**src/sv/slpg_pkg.sv**
```systemverilog
// slpg_pkg: shared types, mode and request codes and colour constants
// for the status pixel pattern generator; no dependencies
`timescale 1ns / 1ps

package slpg_pkg;

    typedef logic [3:0] t_mode;
    typedef logic [7:0] t_chan;
    typedef logic [7:0] t_phase;
    typedef logic [3:0] t_ph10;
    typedef logic [6:0] t_ph100;

    // request codes
    localparam logic REQ_TICK = 1'b0;
    localparam logic REQ_SET  = 1'b1;

    // display modes
    localparam t_mode MODE_BOOT      = 4'd0;
    localparam t_mode MODE_IDLE      = 4'd1;
    localparam t_mode MODE_NO_SERVER = 4'd2;
    localparam t_mode MODE_CALLING   = 4'd3;
    localparam t_mode MODE_RINGING   = 4'd4;
    localparam t_mode MODE_IN_CALL   = 4'd5;
    localparam t_mode MODE_FAILED    = 4'd6;
    localparam t_mode MODE_ERROR     = 4'd7;
    localparam t_mode MODE_LOOPBACK  = 4'd8;

    // phase counter wrap points and the failed-mode display limit
    localparam t_phase PHASE_LAST = 8'd199;
    localparam t_ph10  PH10_LAST  = 4'd9;
    localparam t_ph100 PH100_LAST = 7'd99;
    localparam t_phase FAIL_LAST  = 8'd30;

    // brightness levels
    localparam t_chan BRI_IDLE   = 8'd30;
    localparam t_chan BRI_NOSRV  = 8'd25;
    localparam t_chan BRI_HIGH   = 8'd200;
    localparam t_chan BRI_RING   = 8'd220;
    localparam t_chan BRI_ERROR  = 8'd180;

    // full channels scale to the brightness itself; the yellow green
    // channel (0xaa) is the only partial one
    localparam int    YEL_G_FULL = 8'hAA;
    localparam int    CHAN_MAX   = 255;
    localparam t_chan YEL_R_DIM  = 8'((CHAN_MAX * 25) / CHAN_MAX);
    localparam t_chan YEL_G_DIM  = 8'((YEL_G_FULL * 25) / CHAN_MAX);

    typedef struct packed {
        t_mode  mode;
        t_phase phase;
        t_ph10  ph10;
        t_ph100 ph100;
    } t_state;

    typedef struct packed {
        t_chan red;
        t_chan green;
        t_chan blue;
        t_mode mode_now;
    } t_pix;

endpackage

```
**src/sv/slpg_if.sv**
```systemverilog
// slpg_if: valid/ready channel interfaces for requests and pixel results
// depends on slpg_pkg
`timescale 1ns / 1ps

interface slpg_req_if;
    logic               valid;
    logic               ready;
    logic               req_type;
    slpg_pkg::t_mode    mode_in;

    modport source (output valid, output req_type, output mode_in, input ready);
    modport sink   (input valid, input req_type, input mode_in, output ready);
endinterface

interface slpg_pix_if;
    logic               valid;
    logic               ready;
    slpg_pkg::t_chan    red;
    slpg_pkg::t_chan    green;
    slpg_pkg::t_chan    blue;
    slpg_pkg::t_mode    mode_now;

    modport source (output valid, output red, output green, output blue,
                    output mode_now, input ready);
    modport sink   (input valid, input red, input green, input blue,
                    input mode_now, output ready);
endinterface

```
**src/sv/slpg_state.sv**
```systemverilog
// slpg_state: display mode and tick phase registers with the next-phase counters
// depends on slpg_pkg
`timescale 1ns / 1ps

module slpg_state (
    input  logic              i_clk,
    input  logic              i_rst_n,
    input  logic              i_tick,
    input  logic              i_set,
    input  slpg_pkg::t_mode   i_set_mode,
    input  slpg_pkg::t_mode   i_tick_mode,
    output slpg_pkg::t_state  o_next
);
    import slpg_pkg::*;

    t_state r_st;
    t_state n_st;

    // phase after this tick, mode not yet updated
    always_comb begin
        o_next.mode  = r_st.mode;
        o_next.phase = (r_st.phase == PHASE_LAST) ? '0 : r_st.phase + 8'd1;
        o_next.ph10  = (r_st.ph10 == PH10_LAST)   ? '0 : r_st.ph10 + 4'd1;
        o_next.ph100 = (r_st.ph100 == PH100_LAST) ? '0 : r_st.ph100 + 7'd1;
    end

    always_comb begin
        n_st = r_st;
        if (i_set) begin
            n_st = '0;
            n_st.mode = i_set_mode;
        end else if (i_tick) begin
            n_st = o_next;
            n_st.mode = i_tick_mode;
        end
    end

    always_ff @(posedge i_clk) begin
        if (!i_rst_n) begin
            r_st <= '{mode: MODE_BOOT, phase: '0, ph10: '0, ph100: '0};
        end else begin
            r_st <= n_st;
        end
    end

endmodule

```
**src/sv/slpg_colour.sv**
```systemverilog
// slpg_colour: pattern and brightness logic for one tick, incl. failed fallback
// depends on slpg_pkg
`timescale 1ns / 1ps

module slpg_colour (
    input  slpg_pkg::t_state  i_next,
    output slpg_pkg::t_pix    o_pix
);
    import slpg_pkg::*;

    logic [8:0] w_q9;
    t_chan      w_boot_bri;
    logic       w_on10;
    logic       w_on8;

    assign w_q9   = {2'b00, i_next.ph100};
    assign w_on10 = (i_next.ph10 < 4'd5);
    assign w_on8  = ~i_next.phase[2];

    // triangle: rises by 5 per tick to the midpoint, then falls
    always_comb begin
        if (i_next.ph100 < 7'd50) begin
            w_boot_bri = 8'(w_q9 * 9'd5);
        end else begin
            w_boot_bri = 8'((9'd100 - w_q9) * 9'd5);
        end
    end

    always_comb begin
        o_pix          = '0;
        o_pix.mode_now = i_next.mode;
        unique case (i_next.mode)
            MODE_BOOT: begin
                o_pix.blue = w_boot_bri;
            end
            MODE_IDLE: begin
                o_pix.green = BRI_IDLE;
            end
            MODE_NO_SERVER: begin
                o_pix.red   = YEL_R_DIM;
                o_pix.green = YEL_G_DIM;
            end
            MODE_CALLING: begin
                o_pix.red   = w_on10 ? BRI_HIGH : '0;
                o_pix.green = w_on10 ? BRI_HIGH : '0;
                o_pix.blue  = w_on10 ? BRI_HIGH : '0;
            end
            MODE_RINGING: begin
                o_pix.green = w_on8 ? BRI_RING : '0;
                o_pix.blue  = w_on8 ? BRI_RING : '0;
            end
            MODE_IN_CALL: begin
                o_pix.green = BRI_HIGH;
            end
            MODE_FAILED: begin
                if (i_next.phase <= FAIL_LAST) begin
                    o_pix.red = w_on10 ? BRI_HIGH : '0;
                end else begin
                    o_pix.green    = BRI_IDLE;
                    o_pix.mode_now = MODE_IDLE;
                end
            end
            MODE_ERROR: begin
                o_pix.red = BRI_ERROR;
            end
            MODE_LOOPBACK: begin
                o_pix.blue = BRI_ERROR;
            end
            default: begin
                o_pix.red = '0;
            end
        endcase
    end

endmodule

```
**src/sv/status_led_pattern_generator_top.sv**
```systemverilog
// status_led_pattern_generator_top: rgb status pixel pattern generator
// depends on slpg_pkg, slpg_if, slpg_state, slpg_colour
`timescale 1ns / 1ps
//
// channel   dir  modport          payload
// i_req     in   slpg_req_if.sink  req_type (1), mode_in (4)
// o_pix     out  slpg_pix_if.source red, green, blue (8 each), mode_now (4)
//
// one item per clock while results are taken; an accepted tick item passes
// through the input register, then the result register, before it is offered
// a set item gives no result and takes effect on the following item
// synchronous active-low reset: boot mode, phase zero, both registers empty
// a stalled result holds in the result register while the input register
// still takes the next item; input ready only drops while a tick item waits
// in the input register behind a result that is not being taken

module status_led_pattern_generator_top (
    input  logic            i_clk,
    input  logic            i_rst_n,
    slpg_req_if.sink        i_req,
    slpg_pix_if.source      o_pix
);
    import slpg_pkg::*;

    // input register
    logic   r_in_valid;
    logic   r_in_req;
    t_mode  r_in_mode;

    // result register
    logic   r_out_valid;
    t_pix   r_out;

    // pipeline control
    logic   w_out_free;
    logic   w_go;
    logic   w_tick;
    logic   w_set;
    logic   w_in_take;

    t_state w_next;
    t_pix   w_pix;

    // result register can load when empty or being drained this cycle
    assign w_out_free = !r_out_valid || o_pix.ready;
    // a set item never waits on the result side
    assign w_go       = r_in_valid && ((r_in_req == REQ_SET) || w_out_free);
    assign w_tick     = w_go && (r_in_req == REQ_TICK);
    assign w_set      = w_go && (r_in_req == REQ_SET);

    assign i_req.ready = !r_in_valid || w_go;
    assign w_in_take   = i_req.valid && i_req.ready;

    always_ff @(posedge i_clk) begin
        if (!i_rst_n) begin
            r_in_valid <= 1'b0;
        end else if (w_in_take) begin
            r_in_valid <= 1'b1;
        end else if (w_go) begin
            r_in_valid <= 1'b0;
        end
    end

    always_ff @(posedge i_clk) begin
        if (w_in_take) begin
            r_in_req  <= i_req.req_type;
            r_in_mode <= i_req.mode_in;
        end
    end

    // mode and phase state, updated as each item leaves the input register
    slpg_state u_state (
        .i_clk       (i_clk),
        .i_rst_n     (i_rst_n),
        .i_tick      (w_tick),
        .i_set       (w_set),
        .i_set_mode  (r_in_mode),
        .i_tick_mode (w_pix.mode_now),
        .o_next      (w_next)
    );

    // colour for the advanced phase
    slpg_colour u_colour (
        .i_next (w_next),
        .o_pix  (w_pix)
    );

    always_ff @(posedge i_clk) begin
        if (!i_rst_n) begin
            r_out_valid <= 1'b0;
        end else if (w_tick) begin
            r_out_valid <= 1'b1;
        end else if (o_pix.ready) begin
            r_out_valid <= 1'b0;
        end
    end

    always_ff @(posedge i_clk) begin
        if (w_tick) begin
            r_out <= w_pix;
        end
    end

    assign o_pix.valid    = r_out_valid;
    assign o_pix.red      = r_out.red;
    assign o_pix.green    = r_out.green;
    assign o_pix.blue     = r_out.blue;
    assign o_pix.mode_now = r_out.mode_now;

endmodule

```
**src/flat_wrapper.sv**
```systemverilog
// flat-port wrapper written by rule: the top's interface ports become plain ports
module status_led_pattern_generator_top_flat import slpg_pkg::*;
  (i_clk, i_rst_n, i_req_valid, i_req_req_type, i_req_mode_in, i_req_ready, o_pix_valid, o_pix_red, o_pix_green, o_pix_blue, o_pix_mode_now, o_pix_ready);
  slpg_req_if i_req_i ();
  slpg_pix_if o_pix_i ();
  input  logic i_clk;
  input  logic i_rst_n;
  input wire logic [$bits(i_req_i.valid)-1:0] i_req_valid;
  input wire logic [$bits(i_req_i.req_type)-1:0] i_req_req_type;
  input wire logic [$bits(i_req_i.mode_in)-1:0] i_req_mode_in;
  output wire logic [$bits(i_req_i.ready)-1:0] i_req_ready;
  output wire logic [$bits(o_pix_i.valid)-1:0] o_pix_valid;
  output wire logic [$bits(o_pix_i.red)-1:0] o_pix_red;
  output wire logic [$bits(o_pix_i.green)-1:0] o_pix_green;
  output wire logic [$bits(o_pix_i.blue)-1:0] o_pix_blue;
  output wire logic [$bits(o_pix_i.mode_now)-1:0] o_pix_mode_now;
  input wire logic [$bits(o_pix_i.ready)-1:0] o_pix_ready;
  assign i_req_i.valid = i_req_valid;
  assign i_req_i.req_type = i_req_req_type;
  assign i_req_i.mode_in = i_req_mode_in;
  assign i_req_ready = i_req_i.ready;
  assign o_pix_valid = o_pix_i.valid;
  assign o_pix_red = o_pix_i.red;
  assign o_pix_green = o_pix_i.green;
  assign o_pix_blue = o_pix_i.blue;
  assign o_pix_mode_now = o_pix_i.mode_now;
  assign o_pix_i.ready = o_pix_ready;
  status_led_pattern_generator_top u_core (.i_clk(i_clk), .i_rst_n(i_rst_n), .i_req(i_req_i), .o_pix(o_pix_i));
endmodule
```
**config.mk**
```make
export PLATFORM = sky130hd
export DESIGN_NAME = status_led_pattern_generator_top_flat
export DESIGN_NICKNAME = d
export VERILOG_FILES = /design/src/sv/slpg_pkg.sv /design/src/sv/slpg_if.sv /design/src/sv/slpg_state.sv /design/src/sv/slpg_colour.sv /design/src/sv/status_led_pattern_generator_top.sv /design/src/flat_wrapper.sv
export SDC_FILE = /design/constraint.sdc
export NUM_CORES = 1
export LEC_CHECK = 0
export BUFFER_PORTS_ARGS = -buffer_cell sky130_fd_sc_hd__buf_2
export CAP_MARGIN = 20
export CELL_PAD_IN_SITES_DETAIL_PLACEMENT = 2
export CELL_PAD_IN_SITES_GLOBAL_PLACEMENT = 2
export CORE_MARGIN = 2
export CORE_UTILIZATION = 37
export DETAILED_ROUTE_END_ITERATION = 7
export GPL_TIMING_DRIVEN = 0
export HOLD_SLACK_MARGIN = 0.05
export PLACE_DENSITY = 0.86
export SKIP_CTS_REPAIR_TIMING = 1
export SLEW_MARGIN = 10
export SYNTH_ARGS = -nofsm -noshare
export SYNTH_HDL_FRONTEND = slang
export SYNTH_SLANG_ARGS = --single-unit
```
**constraint.sdc**
```tcl
create_clock -name i_clk -period 4.4 [get_ports i_clk]
set_input_delay 0.66 -clock i_clk [delete_from_list [all_inputs] [get_ports i_clk]]
set_output_delay 0.66 -clock i_clk [all_outputs]
set_load 0.02 [all_outputs]
```
==> reports/qor.txt <==
status -> finished clean
Clock Tree Root -> clkbuf_8
Hold Fails Final Rpt -> 0
Setup crit start -> u_core.u_state.r_st[3]$_SDFFE_PP0P_
CTS Sinks -> 53
via count -> 2947
Final min period -> 4.18 ns
Comb pwr share -> 0.140
initial DRC count -> 90
DP Wirelength -> 7580 um
Layout Nets -> 444
first-pass GRT wire length -> 16900 um
Primary FF master, synth -> edfxtp_1
synthesis-stage register bit count -> 53
Die Ht -> 100 um
First-pass DRT Iterations -> 4
worst path bufs/invs -> 3
hold wc startpoint -> i_req_req_type
highest-delay cell along the critical path -> fa_1
Clk pin slew, worst setup/hold paths -> 0.10 ns
Sw Ratio -> 0.272
post-place setup slack -> 0.157 ns
Starting Density -> 0.375
transition time of the tightest slew-check pin -> 0.869 ns
GRT overflow -> 0
maximum VDD drop -> 0.118 mV
Skew-Pair Late Insertion Delay -> 0.32 ns
CTS Buffer Depth -> 2
Req. time, crit path -> 4.53 ns
largest net degree at the start of global routing -> 33
number of core rows -> 35
crit start category -> register
Crit Reg-Reg Startpoint -> u_core.u_state.r_st[3]$_SDFFE_PP0P_
WP data arrival -> 4.31 ns
ys async rst share -> 0
antenna viol nets, final -> 0
H-tree depth -> 2
Int Pwr -> 0.000736 W
GRT Util Overall -> 0.217
setup ws final -> 0.216 ns
CP endpoint kind -> register
max_slew headroom -> 0.421
switching power -> 0.000275 W
Setup violations, final -> 0
pwr dens -> 262 nW/um2
placer congestion estimate -> 0.794
Seq pwr share -> 0.541
CTS tree -> built
layout cells sized above 1 -> 0.190
Avg Cell Area, Syn -> 9.35 um2
number of synthesized flops with an enable pin -> 28
Clk pwr share -> 0.320
Cell variety after synth -> 66
max_cap viols -> 0
Layout area overhead -> 13.1%
DP Area -> 3740 um2
Final Cycle Share -> 0.951
design area -> 3860 um2
Die Wd -> 100 um
Via density -> 5.65
count of pins over their slew limit -> 0
vias in the first global route -> 3161
I/O pin cnt -> 39
worst-path cell chain -> clkbuf_2 -> inv_1 -> ha_1 -> nand2_1 -> or3_1 -> nand2_2 -> nand2_1 -> xor2_1 -> ha_1 -> inv_1 -> fa_1 -> nand2b_1 -> a21oi_2 -> xor2_1 -> a21boi_0 -> nor3_1 -> o31ai_1
antenna violations before repair -> 0
Max Fclk -> 239 MHz
Port-buffer cells -> 35
# DRC -> 0
number of synthesis warnings -> 0
critical path type -> register to register
wire per inst -> 20.1 um
die area -> 10000 um2
CP max stage delay -> 0.45 ns
Core Box Area -> 9110 um2
worst hold path type -> input port to register
Seq/Total Area, Yosys -> 0.393
antenna cell count -> 0
P_leak -> 1.58 nW
Worst Skew -> 0.0118 ns
Mapped Area -> 3410 um2
Setup TNS -> 0 ns
Mapped Cells -> 365
Fill cells -> 1024
Top Family by Delay on Critical Path -> simple AND/OR/NAND/NOR gates
cts bufs inserted -> 5
drt total wl -> 10500 um
CP max FO -> 7
## metal layers
| metal | global-route usage | wire length (um) | part of all wire | vias to the layer above |
|---|---|---|---|---|
| li1 | - | - | - | 1394 |
| met1 | 0.259 | 4380 | 0.42 | 1485 |
| met2 | 0.406 | 5580 | 0.53 | 53 |
| met3 | 0.0306 | 303 | 0.029 | 15 |
| met4 | 0.0601 | 221 | 0.021 | 0 |
| met5 | 0 | 0 | 0 | - |
## stage by stage
step                hold WS [ns]  std cells  total power, W  utilization
floorplan                  0.493        367        0.000647            -
global placement           0.516        513        0.000683        0.410
detailed placement         0.548        513        0.000694        0.410
CTS                        0.509        521         0.00102        0.422
global route               0.497        522         0.00105        0.424
finish                     0.515        522         0.00101        0.424
## final timing paths
kind,to,slack (ns),cells past startpoint
setup / recovery,u_core.o_pix.blue[7]$_DFFE_PP_,0.22,17
hold / removal,u_core.r_in_req$_DFFE_PP_,0.51,1
setup reg to reg,u_core.o_pix.blue[7]$_DFFE_PP_,0.22,17
hold reg to reg,u_core.o_pix.valid$_SDFFE_PN0P_,0.56,2
## synthesized netlist by cell type, drive strengths merged (9+ instances only)
cell type / count / area share
nand2: 32 / 0.035
xnor2: 11 / 0.028
nor2: 18 / 0.020
dfxtp: 25 / 0.15
buf: 14 / 0.034
ha: 23 / 0.084
o21ai: 27 / 0.040
a21oi: 14 / 0.021
clkbuf: 16 / 0.018
nor2b: 9 / 0.016
nand3: 10 / 0.018
nor3: 11 / 0.018
edfxtp: 28 / 0.25
inv: 16 / 0.018
## cells in the final DEF (no fill, tap or decap), types with 4 or more instances in the layout
cell type	instances
buf_2	38
nand2_1	31
edfxtp_1	28
o21ai_0	25
dfxtp_1	25
ha_1	23
nor2_1	18
inv_1	15
clkbuf_1	14
a21oi_1	13
xnor2_1	11
nor3_1	10
nor2b_1	9
nand3_1	8
nand2b_1	7
buf_4	7
mux2i_1	7
and2_1	7
a21boi_0	7
a22oi_1	6
xor2_1	6
or2_2	5
buf_6	5
o31ai_1	5
clkbuf_8	5
or3_1	4
a211oi_1	4
## final cells by class
cell class              count  area, um2  share of cell area
multi-input cells         268       1850               0.480
inverters                  16       60.1              0.0155
clock inverters             1       8.76             0.00227
flip-flops and latches     53       1340               0.347
repair buffers             36        183              0.0473
well taps                 111        139              0.0360
clock buffers               7       97.6              0.0253
plain buffers              30        180              0.0466
## registers in the layout, summed over array words and instances, names as in the netlist
| signal | cells |
|---|---|
| u_core.o_pix.blue | 8 |
| u_core.o_pix.green | 5 |
| u_core.o_pix.mode_now | 4 |
| u_core.o_pix.red | 6 |
| u_core.o_pix.valid | 1 |
| u_core.r_in_mode | 4 |
| u_core.r_in_req | 1 |
| u_core.r_in_valid | 1 |
| u_core.u_state.o_next | 4 |
| u_core.u_state.r_st | 19 |
## power groups by stage
stage | Sequential, W | Clock (W) | Combinational (W)
4_1_cts | 0.000547 | 0.000330 | 0.000139
6_report | 0.000547 | 0.000323 | 0.000141
2_1_floorplan | 0.000564 | 0 | 0.0000822
3_5_place_dp | 0.000558 | 0 | 0.000136
3_3_place_gp | 0.000557 | 0 | 0.000126
5_1_grt | 0.000549 | 0.000348 | 0.000155
## logic make-up (layout without fill, tap and decap cells)
group | Yosys count | count (layout) | share of synthesized area
simple gates | 124 | 124 | 0.196
compound gates | 91 | 91 | 0.177
flops | 53 | 53 | 0.393
buf+inv | 46 | 90 | 0.0696
fa+ha+maj | 25 | 25 | 0.0960
xor+xnor | 17 | 17 | 0.0436
mux | 8 | 8 | 0.0238
other cells | 1 | 3 | 0.00110
Power figures use the tool's default switching activity.
